File: src/sv/pidc_pkg.sv
// Package of the clamped PID controller: widths, item and gain types, limits.
// Used by pidc_front, pidc_back and pid_controller_clamped; depends on nothing.
`timescale 1ns / 1ps

package pidc_pkg;

   localparam int ErrW       = 16;
   localparam int TimeW      = 16;
   localparam int GainW      = 16;
   localparam int DriveW     = 16;
   localparam int IntegW     = 48;
   localparam int AccW       = 64;
   localparam int EdW        = ErrW + TimeW + 1;
   localparam int DiffW      = ErrW + 1;
   localparam int DerivShift = 10;
   localparam int DivNumW    = ErrW + DerivShift;
   localparam int DivSteps   = DivNumW;
   localparam int DivCntW    = $clog2(DivSteps);
   localparam int DerivW     = DivNumW + 1;
   localparam int MulOpW     = 29;
   localparam int ProdW      = GainW + MulOpW;
   localparam int IntegHalfW = IntegW / 2;
   localparam int MulPhases  = 4;
   localparam int PhaseW     = $clog2(MulPhases + 1);
   localparam int QueueDepth = 2;
   localparam int QueuePtrW  = $clog2(QueueDepth);
   localparam int QueueCntW  = $clog2(QueueDepth + 1);
   localparam int CsrIndexW  = 2;

   localparam logic signed [IntegW-1:0] IntegMax = {1'b0, {(IntegW-1){1'b1}}};
   localparam logic signed [IntegW-1:0] IntegMin = {1'b1, {(IntegW-1){1'b0}}};
   localparam logic signed [AccW-1:0]   UnitOne    = 64'sd1073741824;
   localparam logic signed [AccW-1:0]   UnitOneNeg = -64'sd1073741824;
   localparam logic signed [DriveW-1:0] DrivePos   = 16'sd16384;
   localparam logic signed [DriveW-1:0] DriveNeg   = -16'sd16384;
   localparam logic signed [GainW-1:0]  GainPReset = 16'sd256;
   localparam logic signed [GainW-1:0]  GainZero   = 16'sd0;

   typedef enum logic {
      OP_STEP  = 1'b0,
      OP_CLEAR = 1'b1
   } pidc_op_type;

   typedef enum logic [CsrIndexW-1:0] {
      CSR_GAIN_P = 2'd0,
      CSR_GAIN_I = 2'd1,
      CSR_GAIN_D = 2'd2
   } pidc_csr_type;

   typedef struct packed {
      pidc_op_type              op;
      logic signed [ErrW-1:0]   error_sample;
      logic [TimeW-1:0]         step_time;
   } pidc_item_type;

   typedef struct packed {
      logic signed [GainW-1:0] proportional;
      logic signed [GainW-1:0] integral;
      logic signed [GainW-1:0] derivative;
   } pidc_gains_type;

endpackage

File: src/sv/pidc_front.sv
// Front part of the PID controller: takes request beats, decodes the opcode
// and holds items in a short queue for the back part. Uses pidc_pkg.
`timescale 1ns / 1ps

module pidc_front (
   input  logic                   clock,
   input  logic                   reset,
   input  logic                   req_tvalid,
   output logic                   req_tready,
   input  logic [31:0]            req_tdata,   // error_sample [15:0], step_time [31:16]
   input  logic [0:0]             req_tuser,   // opcode [0]
   output logic                   item_valid,
   output pidc_pkg::pidc_item_type item,
   input  logic                   item_pop
);

   pidc_pkg::pidc_item_type              queue_ff [pidc_pkg::QueueDepth];
   logic [pidc_pkg::QueuePtrW-1:0]       wr_ptr_ff, wr_ptr_in;
   logic [pidc_pkg::QueuePtrW-1:0]       rd_ptr_ff, rd_ptr_in;
   logic [pidc_pkg::QueueCntW-1:0]       count_ff, count_in;
   pidc_pkg::pidc_item_type              entry_in;
   logic                                 push;
   logic                                 pop;

   assign req_tready = count_ff != pidc_pkg::QueueCntW'(pidc_pkg::QueueDepth);
   assign push       = req_tvalid && req_tready;
   assign item_valid = count_ff != '0;
   assign pop        = item_pop && item_valid;
   assign item       = queue_ff[rd_ptr_ff];

   always_comb begin
      entry_in.op           = req_tuser[0] ? pidc_pkg::OP_CLEAR : pidc_pkg::OP_STEP;
      entry_in.error_sample = req_tdata[15:0];
      entry_in.step_time    = req_tdata[31:16];
      wr_ptr_in = (wr_ptr_ff == pidc_pkg::QueuePtrW'(pidc_pkg::QueueDepth - 1)) ?
                  '0 : wr_ptr_ff + 1'b1;
      rd_ptr_in = (rd_ptr_ff == pidc_pkg::QueuePtrW'(pidc_pkg::QueueDepth - 1)) ?
                  '0 : rd_ptr_ff + 1'b1;
      count_in  = count_ff;
      if (push && !pop) begin
         count_in = count_ff + 1'b1;
      end else if (pop && !push) begin
         count_in = count_ff - 1'b1;
      end
   end

   always_ff @(posedge clock) begin
      if (reset) begin
         wr_ptr_ff <= '0;
         rd_ptr_ff <= '0;
         count_ff  <= '0;
      end else begin
         count_ff <= count_in;
         if (push) begin
            wr_ptr_ff <= wr_ptr_in;
         end
         if (pop) begin
            rd_ptr_ff <= rd_ptr_in;
         end
      end
   end

   always_ff @(posedge clock) begin
      if (push) begin
         queue_ff[wr_ptr_ff] <= entry_in;
      end
   end

endmodule

File: src/sv/pidc_back.sv
// Back part of the PID controller: keeps the error state, runs the bit-serial
// divider and the shared multiply-accumulate, clamps and registers the result.
// Uses pidc_pkg.
`timescale 1ns / 1ps

module pidc_back (
   input  logic                     clock,
   input  logic                     reset,
   input  logic                     item_valid,
   input  pidc_pkg::pidc_item_type  item,
   output logic                     item_pop,
   input  pidc_pkg::pidc_gains_type gains,
   output logic                     rsp_tvalid,
   input  logic                     rsp_tready,
   output logic [15:0]              rsp_tdata,   // drive [15:0]
   output logic [0:0]               rsp_tuser    // clamped [0]
);

   typedef enum logic [2:0] {
      ST_IDLE,
      ST_INTEG,
      ST_DIV,
      ST_MUL,
      ST_DONE
   } state_type;

   typedef enum logic [1:0] {
      SH_NONE,
      SH_DERIV,
      SH_HIGH
   } shift_type;

   state_type                                  state_ff;
   logic signed [pidc_pkg::ErrW-1:0]           last_error_ff;
   logic signed [pidc_pkg::IntegW-1:0]         integ_ff, integ_in;
   logic signed [pidc_pkg::ErrW-1:0]           err_ff;
   logic [pidc_pkg::TimeW-1:0]                 dt_ff;
   logic signed [pidc_pkg::EdW-1:0]            ed_ff, ed_in;
   logic [pidc_pkg::DivNumW-1:0]               div_ff, div_in;
   logic [pidc_pkg::TimeW-1:0]                 rem_ff, rem_in;
   logic                                       neg_ff;
   logic [pidc_pkg::DivCntW-1:0]               cnt_ff;
   logic signed [pidc_pkg::DerivW-1:0]         deriv_ff, deriv_in;
   logic [pidc_pkg::PhaseW-1:0]                phase_ff;
   logic signed [pidc_pkg::ProdW-1:0]          prod_ff, prod_in;
   shift_type                                  shift_ff, shift_in;
   logic signed [pidc_pkg::AccW-1:0]           acc_ff, acc_in;
   logic                                       rsp_valid_ff;
   logic signed [pidc_pkg::DriveW-1:0]         drive_ff, drive_in;
   logic                                       clamp_ff, clamp_in;

   logic signed [pidc_pkg::DiffW-1:0]          diff;
   logic [pidc_pkg::DiffW-1:0]                 diff_mag;
   logic signed [pidc_pkg::IntegW:0]           integ_sum;
   logic [pidc_pkg::TimeW:0]                   rem_shift;
   logic [pidc_pkg::TimeW:0]                   trial;
   logic                                       quo_bit;
   logic signed [pidc_pkg::GainW-1:0]          mul_gain;
   logic signed [pidc_pkg::MulOpW-1:0]         mul_op;
   logic signed [pidc_pkg::AccW-1:0]           prod_ext;
   logic                                       out_free;

   assign item_pop   = (state_ff == ST_IDLE) && item_valid;
   assign out_free   = !rsp_valid_ff || rsp_tready;
   assign rsp_tvalid = rsp_valid_ff;
   assign rsp_tdata  = drive_ff;
   assign rsp_tuser  = clamp_ff;

   always_comb begin
      diff     = pidc_pkg::DiffW'(item.error_sample) - pidc_pkg::DiffW'(last_error_ff);
      diff_mag = diff[pidc_pkg::DiffW-1] ? pidc_pkg::DiffW'(-diff) : pidc_pkg::DiffW'(diff);
      ed_in    = $signed(item.error_sample) * $signed({1'b0, item.step_time});

      integ_sum = pidc_pkg::IntegW'(integ_ff) + (pidc_pkg::IntegW + 1)'(ed_ff);
      if (integ_sum[pidc_pkg::IntegW] != integ_sum[pidc_pkg::IntegW-1]) begin
         integ_in = integ_sum[pidc_pkg::IntegW] ? pidc_pkg::IntegMin : pidc_pkg::IntegMax;
      end else begin
         integ_in = integ_sum[pidc_pkg::IntegW-1:0];
      end

      rem_shift = {rem_ff, div_ff[pidc_pkg::DivNumW-1]};
      trial     = rem_shift - {1'b0, dt_ff};
      quo_bit   = !trial[pidc_pkg::TimeW];
      rem_in    = quo_bit ? trial[pidc_pkg::TimeW-1:0] : rem_shift[pidc_pkg::TimeW-1:0];
      div_in    = {div_ff[pidc_pkg::DivNumW-2:0], quo_bit};

      if (dt_ff == '0) begin
         deriv_in = '0;
      end else if (neg_ff) begin
         deriv_in = -$signed({1'b0, div_ff});
      end else begin
         deriv_in = $signed({1'b0, div_ff});
      end

      case (phase_ff)
         3'd0: begin
            mul_gain = gains.proportional;
            mul_op   = pidc_pkg::MulOpW'(err_ff);
            shift_in = SH_DERIV;
         end
         3'd1: begin
            mul_gain = gains.derivative;
            mul_op   = pidc_pkg::MulOpW'(deriv_ff);
            shift_in = SH_DERIV;
         end
         3'd2: begin
            mul_gain = gains.integral;
            mul_op   = $signed({{(pidc_pkg::MulOpW - pidc_pkg::IntegHalfW){1'b0}},
                                integ_ff[pidc_pkg::IntegHalfW-1:0]});
            shift_in = SH_NONE;
         end
         default: begin
            mul_gain = gains.integral;
            mul_op   = pidc_pkg::MulOpW'(
                          $signed(integ_ff[pidc_pkg::IntegW-1:pidc_pkg::IntegHalfW]));
            shift_in = SH_HIGH;
         end
      endcase
      prod_in = mul_gain * mul_op;

      prod_ext = pidc_pkg::AccW'(prod_ff);
      case (shift_ff)
         SH_DERIV: acc_in = acc_ff + (prod_ext <<< pidc_pkg::DerivShift);
         SH_HIGH:  acc_in = acc_ff + (prod_ext <<< pidc_pkg::IntegHalfW);
         default:  acc_in = acc_ff + prod_ext;
      endcase

      if (acc_ff > pidc_pkg::UnitOne) begin
         drive_in = pidc_pkg::DrivePos;
         clamp_in = 1'b1;
      end else if (acc_ff < pidc_pkg::UnitOneNeg) begin
         drive_in = pidc_pkg::DriveNeg;
         clamp_in = 1'b1;
      end else begin
         drive_in = acc_ff[pidc_pkg::DriveW+15:16];
         clamp_in = 1'b0;
      end
   end

   always_ff @(posedge clock) begin
      if (reset) begin
         state_ff      <= ST_IDLE;
         rsp_valid_ff  <= 1'b0;
         last_error_ff <= '0;
         integ_ff      <= '0;
         phase_ff      <= '0;
         cnt_ff        <= '0;
      end else begin
         if (rsp_valid_ff && rsp_tready && state_ff != ST_DONE) begin
            rsp_valid_ff <= 1'b0;
         end
         case (state_ff)
            ST_IDLE: begin
               if (item_valid) begin
                  acc_ff <= '0;
                  if (item.op == pidc_pkg::OP_CLEAR) begin
                     last_error_ff <= '0;
                     integ_ff      <= '0;
                     state_ff      <= ST_DONE;
                  end else begin
                     err_ff        <= item.error_sample;
                     dt_ff         <= item.step_time;
                     last_error_ff <= item.error_sample;
                     ed_ff         <= ed_in;
                     neg_ff        <= diff[pidc_pkg::DiffW-1];
                     div_ff        <= {diff_mag[pidc_pkg::ErrW-1:0],
                                       {pidc_pkg::DerivShift{1'b0}}};
                     rem_ff        <= '0;
                     cnt_ff        <= pidc_pkg::DivCntW'(pidc_pkg::DivSteps - 1);
                     state_ff      <= ST_INTEG;
                  end
               end
            end
            ST_INTEG: begin
               integ_ff <= integ_in;
               state_ff <= ST_DIV;
            end
            ST_DIV: begin
               div_ff <= div_in;
               rem_ff <= rem_in;
               cnt_ff <= cnt_ff - 1'b1;
               if (cnt_ff == '0) begin
                  phase_ff <= '0;
                  state_ff <= ST_MUL;
               end
            end
            ST_MUL: begin
               if (phase_ff == '0) begin
                  deriv_ff <= deriv_in;
               end else begin
                  acc_ff <= acc_in;
               end
               prod_ff  <= prod_in;
               shift_ff <= shift_in;
               phase_ff <= phase_ff + 1'b1;
               if (phase_ff == pidc_pkg::PhaseW'(pidc_pkg::MulPhases)) begin
                  state_ff <= ST_DONE;
               end
            end
            ST_DONE: begin
               if (out_free) begin
                  rsp_valid_ff <= 1'b1;
                  drive_ff     <= drive_in;
                  clamp_ff     <= clamp_in;
                  state_ff     <= ST_IDLE;
               end
            end
            default: begin
               state_ff <= ST_IDLE;
            end
         endcase
      end
   end

endmodule

File: src/sv/pid_controller_clamped.sv
// Top level of the clamped PID controller: gain registers, front and back parts.
// Depends on pidc_pkg, pidc_front and pidc_back.
//
// Each request beat is a control step or a clear. A step takes the item
// from the queue, updates the saturating integral, runs the bit-serial
// division of the error difference by the step time, uses the shared 16 by
// 29 bit multiplier and its accumulator, and clamps and registers the
// result. A clear goes from the queue straight to the result register.
// The divider and the single multiplier set the length of a step.
// A two-entry queue takes new beats while the back part works, and the
// result register holds a finished beat while the next item is computed.
// Gains are written through the csr port and read as a step multiplies.
`timescale 1ns / 1ps

module pid_controller_clamped (
   input  logic        clock,
   input  logic        reset,
   input  logic        req_tvalid,
   output logic        req_tready,
   input  logic [31:0] req_tdata,   // error_sample [15:0], step_time [31:16]
   input  logic [0:0]  req_tuser,   // opcode [0]
   output logic        rsp_tvalid,
   input  logic        rsp_tready,
   output logic [15:0] rsp_tdata,   // drive [15:0]
   output logic [0:0]  rsp_tuser,   // clamped [0]
   input  logic        csr_we,
   input  logic [1:0]  csr_index,
   input  logic [15:0] csr_wdata
);

   pidc_pkg::pidc_gains_type gains_ff;
   pidc_pkg::pidc_item_type  item;
   logic                     item_valid;
   logic                     item_pop;

   always_ff @(posedge clock) begin
      if (reset) begin
         gains_ff.proportional <= pidc_pkg::GainPReset;
         gains_ff.integral     <= pidc_pkg::GainZero;
         gains_ff.derivative   <= pidc_pkg::GainZero;
      end else if (csr_we) begin
         case (csr_index)
            pidc_pkg::CSR_GAIN_P: gains_ff.proportional <= csr_wdata;
            pidc_pkg::CSR_GAIN_I: gains_ff.integral     <= csr_wdata;
            pidc_pkg::CSR_GAIN_D: gains_ff.derivative   <= csr_wdata;
            default: begin
            end
         endcase
      end
   end

   pidc_front u_front (
      .clock      (clock),
      .reset      (reset),
      .req_tvalid (req_tvalid),
      .req_tready (req_tready),
      .req_tdata  (req_tdata),
      .req_tuser  (req_tuser),
      .item_valid (item_valid),
      .item       (item),
      .item_pop   (item_pop)
   );

   pidc_back u_back (
      .clock      (clock),
      .reset      (reset),
      .item_valid (item_valid),
      .item       (item),
      .item_pop   (item_pop),
      .gains      (gains_ff),
      .rsp_tvalid (rsp_tvalid),
      .rsp_tready (rsp_tready),
      .rsp_tdata  (rsp_tdata),
      .rsp_tuser  (rsp_tuser)
   );

endmodule

File: config.mk
export PLATFORM = sky130hd
export DESIGN_NAME = pid_controller_clamped
export DESIGN_NICKNAME = d
export VERILOG_FILES = /design/src/sv/pidc_pkg.sv /design/src/sv/pidc_front.sv /design/src/sv/pidc_back.sv /design/src/sv/pid_controller_clamped.sv
export SDC_FILE = /design/constraint.sdc
export NUM_CORES = 2
export LEC_CHECK = 0
export BUFFER_PORTS_ARGS = -buffer_cell sky130_fd_sc_hd__buf_2
export CORE_AREA = 2 2 280 338
export DETAILED_ROUTE_END_ITERATION = 8
export DIE_AREA = 0 0 282 340
export PLACE_DENSITY = 0.75
export SLEW_MARGIN = 10
export SYNTH_ARGS = -nofsm -noshare
export SYNTH_HDL_FRONTEND = slang
export SYNTH_SLANG_ARGS = --single-unit
export TNS_END_PERCENT = 1
File: constraint.sdc
create_clock -name clock -period 14.53 [get_ports clock]
set_input_delay 1.453 -clock clock [delete_from_list [all_inputs] [get_ports clock]]
set_output_delay 1.453 -clock clock [all_outputs]
set_load 0.02 [all_outputs]
Word-level counts from Yosys, hierarchy flattened
Memory sizes are Yosys's and may differ from the RTL's. A register that Yosys moved wholly into a read port is not among the register bits. Cells that the tools add are included.

Memories: 1. Register bits: 391. Input bits: 56. Output and inout bits: 19. Bits in writable memories: 66. Word-level logic and storage cells: 156.

Multipliers: 2. Reduce and logical (&&, ||, !) cells: 40. Equal/unequal tests: 21. Bitwise logic cells: 3. $lt $le $gt $ge: 2. Add/sub/neg operators: 14. Mux-type cells: 47.

Memories: u_front.queue_ff (depth 2, bits a word 33, read ports 1, clocked after Yosys merged registers in 1, wr ports 1, line pidc_front.sv:17) `pidc_pkg::pidc_item_type queue_ff [pidc_pkg::QueueDepth];`.

Operator list (number): one-hot mux 64 bit (2 select lines) (2); 2-to-1 mux 48 bit (4); 2-to-1 mux 64 bit (2); 2-to-1 mux 16 bit (6); one-hot mux 48 bit (2 select lines) (1); one-hot mux 29 bit (3 select lines) (1); 2-to-1 mux 26 bit (3); adder 64 x 45 -> 64 bit (1); adder 64 x 55 -> 64 bit (1); adder 64 bit (1); > comparator 64 x 32 -> 1 bit (second input constant) (1); less-than comparator 64 x 31 -> 1 bit (second input constant) (1); one-hot mux 16 bit (2 select lines) (2); one-hot mux 26 bit (2 select lines) (1); adder 48 x 33 -> 49 bit (1); multiplier 16 x 29 -> 45 bit (1); multiplier 16 x 17 -> 33 bit (1); negation 26 -> 27 bit (1); 2-to-1 mux 3 bit (6); subtractor 16 x 16 -> 17 bit (1); subtractor 17 x 16 -> 17 bit (1); zero test 16 bit (1); negation 16 bit (1); AND reduction 4 bit (4); other kinds (32) (84).

Longest topological paths before layout
Depth in word-level cells: 6. Gate-level depth with buffers: 34. Mapped depth without buffers: 31.

Hierarchy
Synthesis repeated with hierarchy kept, for this count alone.

Cells, all modules: 6127. Area, all modules: 55703.4 µm².

Modules (own cells, without submodules): pidc_back (cells each 5821, seq. area each 9419.0 µm², instances 1, area each 51145.3 µm²); pidc_front (cells each 127, seq. area each 2082.0 µm², instances 1, area each 2596.2 µm²); pid_controller_clamped (cells each 179, seq. area each 960.9 µm², instances 1, area each 1961.9 µm²).

Worst setup path before layout
Ideal clock, no wire load.

Path kind: register to register. Start point: register u_back.phase_ff[0] (netlist bit). End point: register u_back.prod_ff[43] (netlist bit) (data pin). Data required time: 14.272 ns. Path slack: 6.445 ns. Clock period less this slack: 8.085 ns. Setup time: 0.258 ns. Arrival time: 7.827 ns. Buffers on the path: 3. Stages on the path, launching flop included: 31. Cells stage by stage: dfxtp_1 inv_1 ha_1 nor2b_1 clkbuf_1 or3_1 clkbuf_1 buf_1 a31oi_1 nand2_1 fa_1 fa_1 fa_1 inv_1 fa_1 fa_1 inv_1 fa_1 inv_1 ha_1 and3_1 a31o_2 a21oi_1 o21ai_1 a21oi_1 nor2_1 o211a_1 a311oi_1 o21ai_0 a21oi_1 xnor2_1.

Longest elaborated chain between the ends: 3. Elaborated cells on any way between the ends: 6. Classes of those cells: 1 x mul; 2 x eq/ne; 2 x mux; 1 x reduce/logical.

RTL lines: from (decl) (line pidc_back.sv:44) `logic [pidc_pkg::PhaseW-1:0] phase_ff;`; from (signal assigned) (line pidc_back.sv:195) `phase_ff <= phase_ff + 1'b1;`; == test 3 x 2 -> 1 bit, or another cell as far along (line pidc_back.sv:95) `case (phase_ff)`; one-hot mux 29 bit (3 select lines) / one-hot mux 16 bit (2 select lines) (equally long branches) (line pidc_back.sv:95); multiplier 16 x 29 -> 45 bit (*) (line pidc_back.sv:119) `prod_in = mul_gain * mul_op;`; named net u_back.prod_in, one bit (line pidc_back.sv:45) `logic signed [pidc_pkg::ProdW-1:0] prod_ff, prod_in;`; to (signal assigned) (line pidc_back.sv:193) `prod_ff <= prod_in;`; to (decl) (line pidc_back.sv:45).

Mark *: on every way through the listed nets, which the timed path passes. The rest lies on a longest branch. A chain may end at the register's enable or synchronous reset.

Final worst setup path
Start point: register u_back.phase_ff[1] (netlist bit). End point: register u_back.prod_ff[43] (netlist bit) (data pin).

Same word-level chain as after synthesis.

==> impl_metrics.env <==
export IMPL_regToRegEndpoint="u_back.prod_ff[43]"
export IMPL_dpl_hpwl_mm=128.4
export IMPL_num_vias=44744
export IMPL_fin_worst_skew_ns=0.02512
export IMPL_worst_setup_path_type="flop to flop"
export IMPL_grt_pass1_vias=45558
export IMPL_postCtsSetupBuffers=0
export IMPL_crit_path_frequent_cell="fa_1"
export IMPL_numCtsBuffers=50
export IMPL_yosysWarningCount=0
export IMPL_maxCapViolations=0
export IMPL_tightest_slew_ns=1.278
export IMPL_clk_pin_slew_worst_paths_ns=0.06
export IMPL_fin_setup_tns_ns=0
export IMPL_clk_latency_ns=0.66
export IMPL_hp_class="flop to flop"
export IMPL_synth_edf_count=329
export IMPL_core_rowCount=123
export IMPL_first_iter_violations=4114
export IMPL_ant_nets=0
export IMPL_die_x_um=282
export IMPL_fp_coreArea_mm2=0.09280
export IMPL_ys_types=84
export IMPL_grt_max_degree=77
export IMPL_finalCritPeriodShare=0.6832
export IMPL_setup_violations=0
export IMPL_drcViolationCount=0
export IMPL_fmax_ghz=0.1007
export IMPL_synth_top_cell_area_share=0.2305
export IMPL_cts_max_level=2
export IMPL_hold_viol_final=0
export IMPL_clock_path_buffers=3
export IMPL_min_path_cells=2
export IMPL_dieHeight_um=340
export IMPL_port_buffers=74
export IMPL_synthToLayoutAreaGrowth_pct=6.457
export IMPL_regToRegSetupSlack_ns=4.60
export IMPL_reg2reg_from="u_back.phase_ff[1]"
export IMPL_synth_nets=7163
export IMPL_pin_count=75
export IMPL_grtUsageTotal=0.3467
export IMPL_cts_tree="done"
export IMPL_start_util=0.5849
export IMPL_reg2reg_depth=30
export IMPL_report_final_slew_viol_count=0
export IMPL_yosysSeqAreaShare=0.2296
export IMPL_antenna_found_initial=3
export IMPL_required_ns=14.92
export IMPL_synth_most_common_cell="inv_1"
export IMPL_fin_nets=7133
export IMPL_min_to="gains_ff[35]"
export IMPL_gp_congestion=1.005
export IMPL_min_period_ns=9.927
export IMPL_arrival_ns=10.32
export IMPL_hp_start="gains_ff[35]"
export IMPL_drt_vias_per_instance=6.147
export IMPL_holdBufCountCts=0
export IMPL_avgSynthCellArea_um2=9.020
export IMPL_critPathLaunchType="flop"
export IMPL_cts_resized=0
export IMPL_grt_pass1_wl_mm=256.2
export IMPL_synth_ff_type="edfxtp_1"
export IMPL_dieArea_mm2=0.09588
export IMPL_cts_sinks=458
export IMPL_postSynthCellCount=6017
export IMPL_netlist_area_mm2=0.05427
export IMPL_ys_ff_latch=458
export IMPL_yosysTopAreaCell="fa_1"
export IMPL_gr_total_overflow=0
export IMPL_crit_path_max_fanout=76
export IMPL_cts_root_buf="clkbuf_16"
export IMPL_drt_pass1_iter_count=6
export IMPL_rsz0062_at_grt="false"
export IMPL_layout_drive_gt1_share=0.05192
export IMPL_slew_headroom=0.1234
export IMPL_routedWlPerCell_um=22.49
export IMPL_netlist_top_cells_area="fa_1, edfxtp_1, ha_1"
export IMPL_status="completed"
export IMPL_max_stage_delay_ns=0.95
export IMPL_yosys_top_cells_count="inv_1, nand2_1, nor2_1, fa_1, ha_1"
export IMPL_cp_end_kind="flop"
export IMPL_critical_path_slowest_cell="a31oi_1"
export IMPL_wl_mm=163.7
export IMPL_async_reset_ff_frac=0
cells in the final DEF, fill, tap and decap left out, types with 49 or more instances in the layout:
cell,count
dfxtp_1,128
nor2_1,620
fa_1,625
a211oi_1,66
buf_4,77
buf_2,73
inv_1,851
edfxtp_1,329
xor2_1,124
o21ai_0,141
a21oi_1,366
a221o_1,54
nor2b_1,49
nand2_1,656
clkbuf_16,53
ha_1,463
nor3_1,61
xnor2_1,199
a22oi_1,60
nand3_1,70
a31oi_1,60
a21o_1,163
nand4_1,52
o21a_1,50
metrics by stage:
stage | cell area, um2 | std cells | hold WS (ns) | util | setup WS, ns
final | 57780 | 7279 | 0.4530 | 0.6226 | 4.603
after CTS | 57780 | 7278 | 0.4550 | 0.6226 | 4.645
after global routing | 57780 | 7278 | 0.4668 | 0.6226 | 3.968
after floorplan | 54270 | 6017 | 0.4360 | - | 6.445
after global placement | 56030 | 7185 | 0.4418 | 0.6038 | 4.893
after detailed placement | 56030 | 7185 | 0.4463 | 0.6038 | 4.666
worst max-delay path by stage:
stage / endpoint / slack (ns) / start
floorplan: u_back.prod_ff[43] / 6.45 / u_back.phase_ff[0]
global placement: u_back.prod_ff[43] / 4.89 / u_back.phase_ff[1]
detailed placement: u_back.prod_ff[43] / 4.67 / u_back.phase_ff[1]
CTS: u_back.prod_ff[43] / 4.64 / u_back.phase_ff[1]
global route: u_back.prod_ff[43] / 3.97 / u_back.phase_ff[1]
finish: u_back.prod_ff[43] / 4.60 / u_back.phase_ff[1]
worst max-delay path, delay by kind of cell, from the launching register on:
family / cells / cell delay, ns
buf+inv: 6 / 1.10
fa+ha+maj: 8 / 4.10
simple gates: 5 / 0.89
flops: 1 / 0.37
compound gates: 10 / 3.11
xor+xnor: 1 / 0.08
layout make-up:
cell class	count	area [um2]
clock inverter	24	287.8
clock buffer	69	1460
antenna	1	2.502
timing repair buffer	150	943.4
fill	7906	35020
tap	1250	1564
sequential	458	12460
inverter	859	3224
multi-input combinational	4468	37830
flip-flops by register name (all words and copies together) (netlist names), named ones only:
name	flops
u_back.shift_ff	2
u_back.prod_ff	45
u_back.integ_ff	48
u_back.deriv_ff	27
u_back.acc_ff	64
u_front.wr_ptr_ff	1
u_back.div_ff	26
u_back.last_error_ff	16
u_back.err_ff	16
u_back.neg_ff	1
u_back.state_ff	3
u_back.dt_ff	16
gains_ff	48
u_back.cnt_ff	5
u_front.count_ff	2
u_back.ed_ff	33
u_back.rsp_tdata	16
u_back.rem_ff	16
u_front.queue_ff	66
u_back.rsp_tuser	1
u_back.phase_ff	3
u_back.rsp_tvalid	1
u_front.rd_ptr_ff	1
layer usage:
layer	vias to the layer above	share of wire	track usage
li1	20244	-	-
met1	21908	0.36	0.4097
met2	1985	0.49	0.5932
met3	605	0.076	0.05670
met4	2	0.073	0.2046
met5	-	0.000079	0
kinds of logic after synthesis:
logic type,synth area share
AOI/OAI and AO/OA,0.1562
xor gates and xnor gates,0.05228
adders and majority gates,0.3377
buffers and inverters,0.07628
DFF,0.2296
muxes,0.009129
and+or+nand+nor,0.1388
Power is not shown: default switching activity piles up to over one toggle a cycle in this logic, so the estimate is an artifact.
